<file path="config.mk">
export PLATFORM = sky130hd
export DESIGN_NAME = shell_sort_engine
export DESIGN_NICKNAME = d
export VERILOG_FILES = /design/src/hdl/sse_pkg.sv /design/src/hdl/sse_ram.sv /design/src/hdl/shell_sort_engine.sv
export SDC_FILE = /design/constraint.sdc
export NUM_CORES = 2
export LEC_CHECK = 0
export ABC_AREA = 0
export BUFFER_PORTS_ARGS = -buffer_cell sky130_fd_sc_hd__buf_2
export CAP_MARGIN = 15
export CORE_MARGIN = 3
export CORE_UTILIZATION = 65
export DETAILED_ROUTE_END_ITERATION = 10
export PLACE_DENSITY_LB_ADDON = 0.1
export SYNTH_ARGS = -nofsm -noshare
export SYNTH_HDL_FRONTEND = slang
export SYNTH_SLANG_ARGS = --single-unit
</file>
<file path="constraint.sdc">
create_clock -name clk_i -period 11.1 [get_ports clk_i]
set_input_delay 2.22 -clock clk_i [delete_from_list [all_inputs] [get_ports clk_i]]
set_output_delay 2.22 -clock clk_i [all_outputs]
set_load 0.05 [all_outputs]
</file>
<file path="src/hdl/sse_pkg.sv">
package sse_pkg;

  // element width of the sorted set
  localparam int unsigned ValueW = 32;

  // sequencer states
  typedef enum logic [2:0] {
    ST_LOAD,
    ST_GAP,
    ST_HOLD,
    ST_CMP,
    ST_PUT,
    ST_OUT
  } state_e;

endpackage

</file>
<file path="src/hdl/sse_ram.sv">
module sse_ram #(
  parameter int unsigned WIDTH = 32,
  parameter int unsigned DEPTH = 64
) (
  input  logic                     clk_i,
  input  logic                     we_i,
  input  logic [$clog2(DEPTH)-1:0] waddr_i,
  input  logic [WIDTH-1:0]         wdata_i,
  input  logic [$clog2(DEPTH)-1:0] raddr_i,
  output logic [WIDTH-1:0]         rdata_o
);

  logic [WIDTH-1:0] mem_q [DEPTH];
  logic [WIDTH-1:0] rdata_q;

  // one write port, one registered read port
  always_ff @(posedge clk_i) begin
    if (we_i) begin
      mem_q[waddr_i] <= wdata_i;
    end
    rdata_q <= mem_q[raddr_i];
  end

  assign rdata_o = rdata_q;

endmodule

</file>
<file path="src/hdl/shell_sort_engine.sv">
// Shell sort engine. Values are loaded one beat per cycle (start_i while busy_o is low) into a
// local store of DEPTH entries; a value arriving with the store full is dropped, but its last_i
// mark still ends the set. After the beat marked last_i the block raises busy_o and sorts the n
// stored values in ascending signed order with gaps n/2, n/4, ... 1, each pass a gapped insertion
// sort run against a single store with one write and one registered read per cycle. Each gap
// pass fetches each element in turn, compares it with its gapped neighbours and shifts them up by
// a gap while they are larger (a trailing write-back when the shift chain runs to the front); the
// sort closes once the gap reaches zero. The results then stream out one per cycle, n in all,
// strobe_o marking each beat and last_out_o the final one; they must be taken as they appear, as
// the receiver has no way to stall the block. busy_o drops in the cycle after the final result
// beat and a new set may begin at once.
module shell_sort_engine #(
  parameter int unsigned DEPTH = 64
) (
  input  logic                             clk_i,
  input  logic                             rst_ni,
  input  logic                             start_i,
  output logic                             busy_o,
  input  logic signed [sse_pkg::ValueW-1:0] value_i,
  input  logic                             last_i,
  output logic                             strobe_o,
  output logic signed [sse_pkg::ValueW-1:0] sorted_value_o,
  output logic                             last_out_o
);

  localparam int unsigned CW = $clog2(DEPTH + 1);
  localparam int unsigned AW = $clog2(DEPTH);
  localparam logic [CW-1:0] DepthC = CW'(DEPTH);

  sse_pkg::state_e state_q, state_d;
  logic [CW-1:0] count_q, count_d;
  logic [CW-1:0] n_q, n_d;
  logic [CW-1:0] gap_q, gap_d;
  logic [CW-1:0] i_q, i_d;
  logic [CW-1:0] k_q, k_d;
  logic [sse_pkg::ValueW-1:0] held_q, held_d;

  logic                       ram_we;
  logic [AW-1:0]              ram_waddr;
  logic [sse_pkg::ValueW-1:0] ram_wdata;
  logic [AW-1:0]              ram_raddr;
  logic [sse_pkg::ValueW-1:0] ram_rdata;

  logic [CW-1:0] cnt_inc;
  logic [CW-1:0] n_next;
  logic [CW-1:0] i_nx;
  logic [CW-1:0] i_less;
  logic [CW-1:0] k_less;
  logic [CW-1:0] k_back;
  logic          store_free;

  assign cnt_inc    = count_q + CW'(1);
  assign store_free = (count_q < DepthC);
  assign n_next     = store_free ? cnt_inc : count_q;
  assign i_nx       = i_q + CW'(1);
  assign i_less     = i_q - gap_q;
  assign k_less     = k_q - gap_q;
  assign k_back     = k_less - gap_q;

  // element store
  sse_ram #(
    .WIDTH(sse_pkg::ValueW),
    .DEPTH(DEPTH)
  ) u_store (
    .clk_i  (clk_i),
    .we_i   (ram_we),
    .waddr_i(ram_waddr),
    .wdata_i(ram_wdata),
    .raddr_i(ram_raddr),
    .rdata_o(ram_rdata)
  );

  // control registers
  always_ff @(posedge clk_i or negedge rst_ni) begin
    if (!rst_ni) begin
      state_q <= sse_pkg::ST_LOAD;
      count_q <= '0;
      n_q     <= '0;
      gap_q   <= '0;
      i_q     <= '0;
      k_q     <= '0;
    end else begin
      state_q <= state_d;
      count_q <= count_d;
      n_q     <= n_d;
      gap_q   <= gap_d;
      i_q     <= i_d;
      k_q     <= k_d;
    end
  end

  // element held out during an insertion
  always_ff @(posedge clk_i) begin
    held_q <= held_d;
  end

  // sequencer: load, gapped insertion passes, output stream
  always_comb begin
    state_d    = state_q;
    count_d    = count_q;
    n_d        = n_q;
    gap_d      = gap_q;
    i_d        = i_q;
    k_d        = k_q;
    held_d     = held_q;
    ram_we     = 1'b0;
    ram_waddr  = count_q[AW-1:0];
    ram_wdata  = value_i;
    ram_raddr  = i_q[AW-1:0];
    strobe_o   = 1'b0;
    last_out_o = 1'b0;

    unique case (state_q)
      sse_pkg::ST_LOAD: begin
        if (start_i) begin
          if (store_free) begin
            ram_we  = 1'b1;
            count_d = cnt_inc;
          end
          if (last_i) begin
            n_d     = n_next;
            gap_d   = n_next >> 1;
            state_d = sse_pkg::ST_GAP;
          end
        end
      end

      sse_pkg::ST_GAP: begin
        if (gap_q == '0) begin
          // sorted: fetch first element for output
          i_d       = '0;
          ram_raddr = '0;
          state_d   = sse_pkg::ST_OUT;
        end else begin
          i_d       = gap_q;
          ram_raddr = gap_q[AW-1:0];
          state_d   = sse_pkg::ST_HOLD;
        end
      end

      sse_pkg::ST_HOLD: begin
        // take element i out, fetch its gapped neighbor
        held_d    = ram_rdata;
        k_d       = i_q;
        ram_raddr = i_less[AW-1:0];
        state_d   = sse_pkg::ST_CMP;
      end

      sse_pkg::ST_CMP: begin
        ram_we    = 1'b1;
        ram_waddr = k_q[AW-1:0];
        if ($signed(ram_rdata) > $signed(held_q)) begin
          // shift neighbor up by one gap
          ram_wdata = ram_rdata;
          k_d       = k_less;
          if (k_less >= gap_q) begin
            ram_raddr = k_back[AW-1:0];
          end else begin
            state_d = sse_pkg::ST_PUT;
          end
        end else begin
          ram_wdata = held_q;
          if (i_nx < n_q) begin
            i_d       = i_nx;
            ram_raddr = i_nx[AW-1:0];
            state_d   = sse_pkg::ST_HOLD;
          end else begin
            gap_d   = gap_q >> 1;
            state_d = sse_pkg::ST_GAP;
          end
        end
      end

      sse_pkg::ST_PUT: begin
        // drop held element at the front of its chain
        ram_we    = 1'b1;
        ram_waddr = k_q[AW-1:0];
        ram_wdata = held_q;
        if (i_nx < n_q) begin
          i_d       = i_nx;
          ram_raddr = i_nx[AW-1:0];
          state_d   = sse_pkg::ST_HOLD;
        end else begin
          gap_d   = gap_q >> 1;
          state_d = sse_pkg::ST_GAP;
        end
      end

      sse_pkg::ST_OUT: begin
        // one result beat per cycle, next read in flight
        strobe_o   = 1'b1;
        last_out_o = (i_nx == n_q);
        ram_raddr  = i_nx[AW-1:0];
        i_d        = i_nx;
        if (i_nx == n_q) begin
          count_d = '0;
          state_d = sse_pkg::ST_LOAD;
        end
      end

      default: begin
        state_d = sse_pkg::ST_LOAD;
      end
    endcase
  end

  assign busy_o         = (state_q != sse_pkg::ST_LOAD);
  assign sorted_value_o = ram_rdata;

endmodule
</file>
==> metrics.md <==
| Metric | Value |
|---|---|
| Fillcell total | `8116` |
| # setup viols final | `0` |
| Crit path buffers/inverters | `5` |
| Worst-Skew Late Latency | `0.84 ns` |
| Core Area | `0.1318 mm2` |
| Die X | `370.6 um` |
| Initial antenna violation count | `6` |
| TritonCTS Sinks | `2149` |
| Congestion Overflow GR | `0` |
| GPL Wtd Cong | `0.9880` |
| Async SR Flop Fraction | `1.722%` |
| DR iter-0 viols | `8178` |
| Synth warnings | `0` |
| Share of cells above drive strength 1 | `12.08%` |
| Vias per cell | `7.099` |
| Final max-slew violation count | `0` |
| Cts repair resizes | `0` |
| First-pass GRT wire length | `350100 um` |
| Cell Area, Synth | `0.08639 mm2` |
| Final Hold Fails | `0` |
| Relative slew slack | `11.41%` |
| Largest stage delay, worst path | `1.05 ns` |
| GR Util met1 | `50.71%` |
| Vias in the first global route | `50318` |
| H-tree levels | `4` |
| Cell count after synthesis | `5475` |
| Crit-path slowest cell | `nor4_1` |
| IO buf count | `70` |
| Sequential cell area fraction in the yosys report | `74.11%` |
| Avg WL per Cell | `32.92 um` |
| Worst Setup Start Kind | `flop` |
| Clock skew | `0.03295 ns` |
| Worst-path fanout max | `58` |
| Die Height | `370.6 um` |
| Hold slack | `0.4821 ns` |
| Syn Area/Cell | `15.78 um2` |
| Inst Count DP | `7068` |
| FP Rows | `133` |
| Post-layout util | `72.82%` |
| Clock transition at path regs | `0.06 ns` |
| Post-DP HPWL | `133200 um` |
| Max Freq | `110.6 MHz` |
| Net count after synthesis | `5572` |
| Final Cycle Share | `81.44%` |
| Post-CTS setup buffers | `0` |
| Nets | `5627` |
| Total track usage | `35.65%` |
| Synth Flop Type | `edfxtp_1` |
| Number of CTS-inserted buffers | `206` |
| Number of vias in the routed layout | `52999` |
| Critical path's most frequent cell | `buf_4` |
| Critical-path cell list | `inv_1, ha_1, a21o_1, a21o_1, a21o_1, a21oi_1, xnor2_1, ha_1, nand4_1, nor2_1, a21oi_1, nand3_2, a21oi_2, a2111oi_4, buf_4, nor3_2, buf_4, buf_4, buf_4, mux2i_1, o211ai_1, o211ai_1, nor4_1` |
| Synth unique cells | `81` |
| TritonRoute pass-1 iters | `9` |
| Storage element area | `0.06403 mm2` |
| #FFs+latches synth | `2149` |
| Outcome | `finished, final reports clean` |
| Worst hold path type | `reg -> reg` |
| IO Pins | `71` |
| Critical path class | `reg -> reg` |
| Max Cap Viol | `0` |
| Post-route ant nets | `0` |
| RSZ-0062 raised after global routing | `no` |
| Die ar. | `0.1373 mm2` |
| Crit end category | `flop` |
| Drt drc | `0` |
| Period minus WS final | `9.040 ns` |
| Worst slew pin tran | `1.317 ns` |
| Largest net degree at the start of global routing | `192` |
| Synth area leaders | `edfxtp_1 (72%), mux2i_1 (6.4%), o211ai_1 (2.5%)` |
| DRT Wirelength | `245800 um` |
| Gr busiest metal | `met2` |
| Met3 usage | `9.721%` |
| Clock buffer depth | `3` |
| CTS Hold Bufs | `0` |
| Initial Util | `65.55%` |
| Cell family with most CP delay | `buffers and inverters` |
| GRT met2 Usage | `52.37%` |
| Biggest area consumer among synthesized cells | `edfxtp_1` |
| Critical path arrival | `9.67 ns` |
| Critical Path RT | `11.73 ns` |
| Layout Cells excl Fill | `7466` |
| Multi-input gate area | `0.02092 mm2` |
| P&R area growth vs syn | `11.10%` |
| CTS tree | `yes` |
| Yosys top cell area share | `72.30%` |
| CTS root buffer | `clkbuf_16` |
| TNS Setup | `0 ns` |
| Post-synth EDFFs | `2080` |
==> registers in the layout, indices dropped and copies added, names as in the netlist <==
register and cells:
u_store.mem_q 2048, held_q 32, u_store.rdata_o 32, count_q 7, i_q 7, k_q 7
n_q 7, gap_q 6, state_q 3
==> through the flow <==
| stage | setup WS (ns) | area, um2 |
|---|---|---|
| 6_report | 2.060 | 95980 |
| 5_1_grt | 1.711 | 95960 |
| 4_1_cts | 2.233 | 95850 |
| 3_5_place_dp | 2.269 | 89210 |
| 3_3_place_gp | 1.929 | 89180 |
| 2_1_floorplan | 6.257 | 86390 |
==> cell usage after synthesis, drive strengths merged, types with 4 or more instances <==
library cell,count
a2111oi,36
a211oi,7
a21o,10
a21oi,105
a221o,32
a222oi,34
a22oi,125
a31oi,230
a32oi,31
and2,5
and3,4
and4,7
and4b,31
buf,165
clkbuf,235
dfrtp,37
dfxtp,32
edfxtp,2080
ha,58
inv,94
mux2i,549
nand2,435
nand2b,7
nand3,56
nand4,241
nand4b,4
nor2,120
nor2b,11
nor3,18
nor4,46
nor4b,30
nor4bb,28
o211ai,290
o21a,11
o21ai,60
o31a,35
o31ai,98
or2,7
or3,5
or4,6
xnor2,14
xor2,9
==> routing by layer <==
metal	wire [um]	vias to the layer above	part of all wire, %
li1	-	22217	-
met4	11420	4	4.6
met5	27	-	0.011
met1	93100	26745	38
met2	109600	3475	45
met3	31670	558	13
==> worst min-delay path: cells and delay by family (launching register included) <==
| family | cells | cell delay [ns] |
|---|---|---|
| flip-flops | 1 | 0.34 |
| AO/OA/AOI/OAI | 1 | 0.06 |
| AND/OR/NAND/NOR | 1 | 0.05 |
==> logic make-up after synthesis <==
| kind of cell | synth area share [%] |
|---|---|
| fa+ha+maj | 0.9095 |
| mux | 6.413 |
| simple gates | 6.481 |
| buf+inv | 2.438 |
| compound gates | 9.413 |
| xor+xnor | 0.2332 |
| flops | 74.11 |
==> layout make-up <==
cell class                      count  area share [%]
Antenna cell                        7         0.01825
Inverter                           95          0.3715
Multi-Input combinational cell   2831           21.80
Tap cell                         1755           2.288
Clock buffer                      266           5.809
Sequential cell                  2149           66.71
Timing Repair Buffer              247           1.895
Clock inverter                    116           1.109
==> path summary, 6_finish.rpt <==
check	from	to	slack, ns	cells after the start
max reg2reg	gap_q[1]	u_store.rdata_o[20]	2.06	23
min reg2reg	n_q[1]	n_q[1]	0.48	2
max	gap_q[1]	u_store.rdata_o[20]	2.06	23
min	n_q[1]	n_q[1]	0.48	2
min in group asynchronous	rst_ni	state_q[2]	1.49	1
max in group asynchronous	rst_ni	k_q[1]	9.03	1
==> placed cells by master, fill, tap and decap left out, drive strengths merged, types with 120 or more instances in the layout <==
cell type	synthesis	routed
a22oi	125	125
a31oi	230	230
buf	165	247
clkbuf	235	266
edfxtp	2080	2080
mux2i	549	549
nand2	435	435
nand4	241	241
nor2	120	120
o211ai	290	290
Power is left out: the tool's default activity adds up to more than one toggle a clock period on the data nets, which glitch-free logic cannot reach.
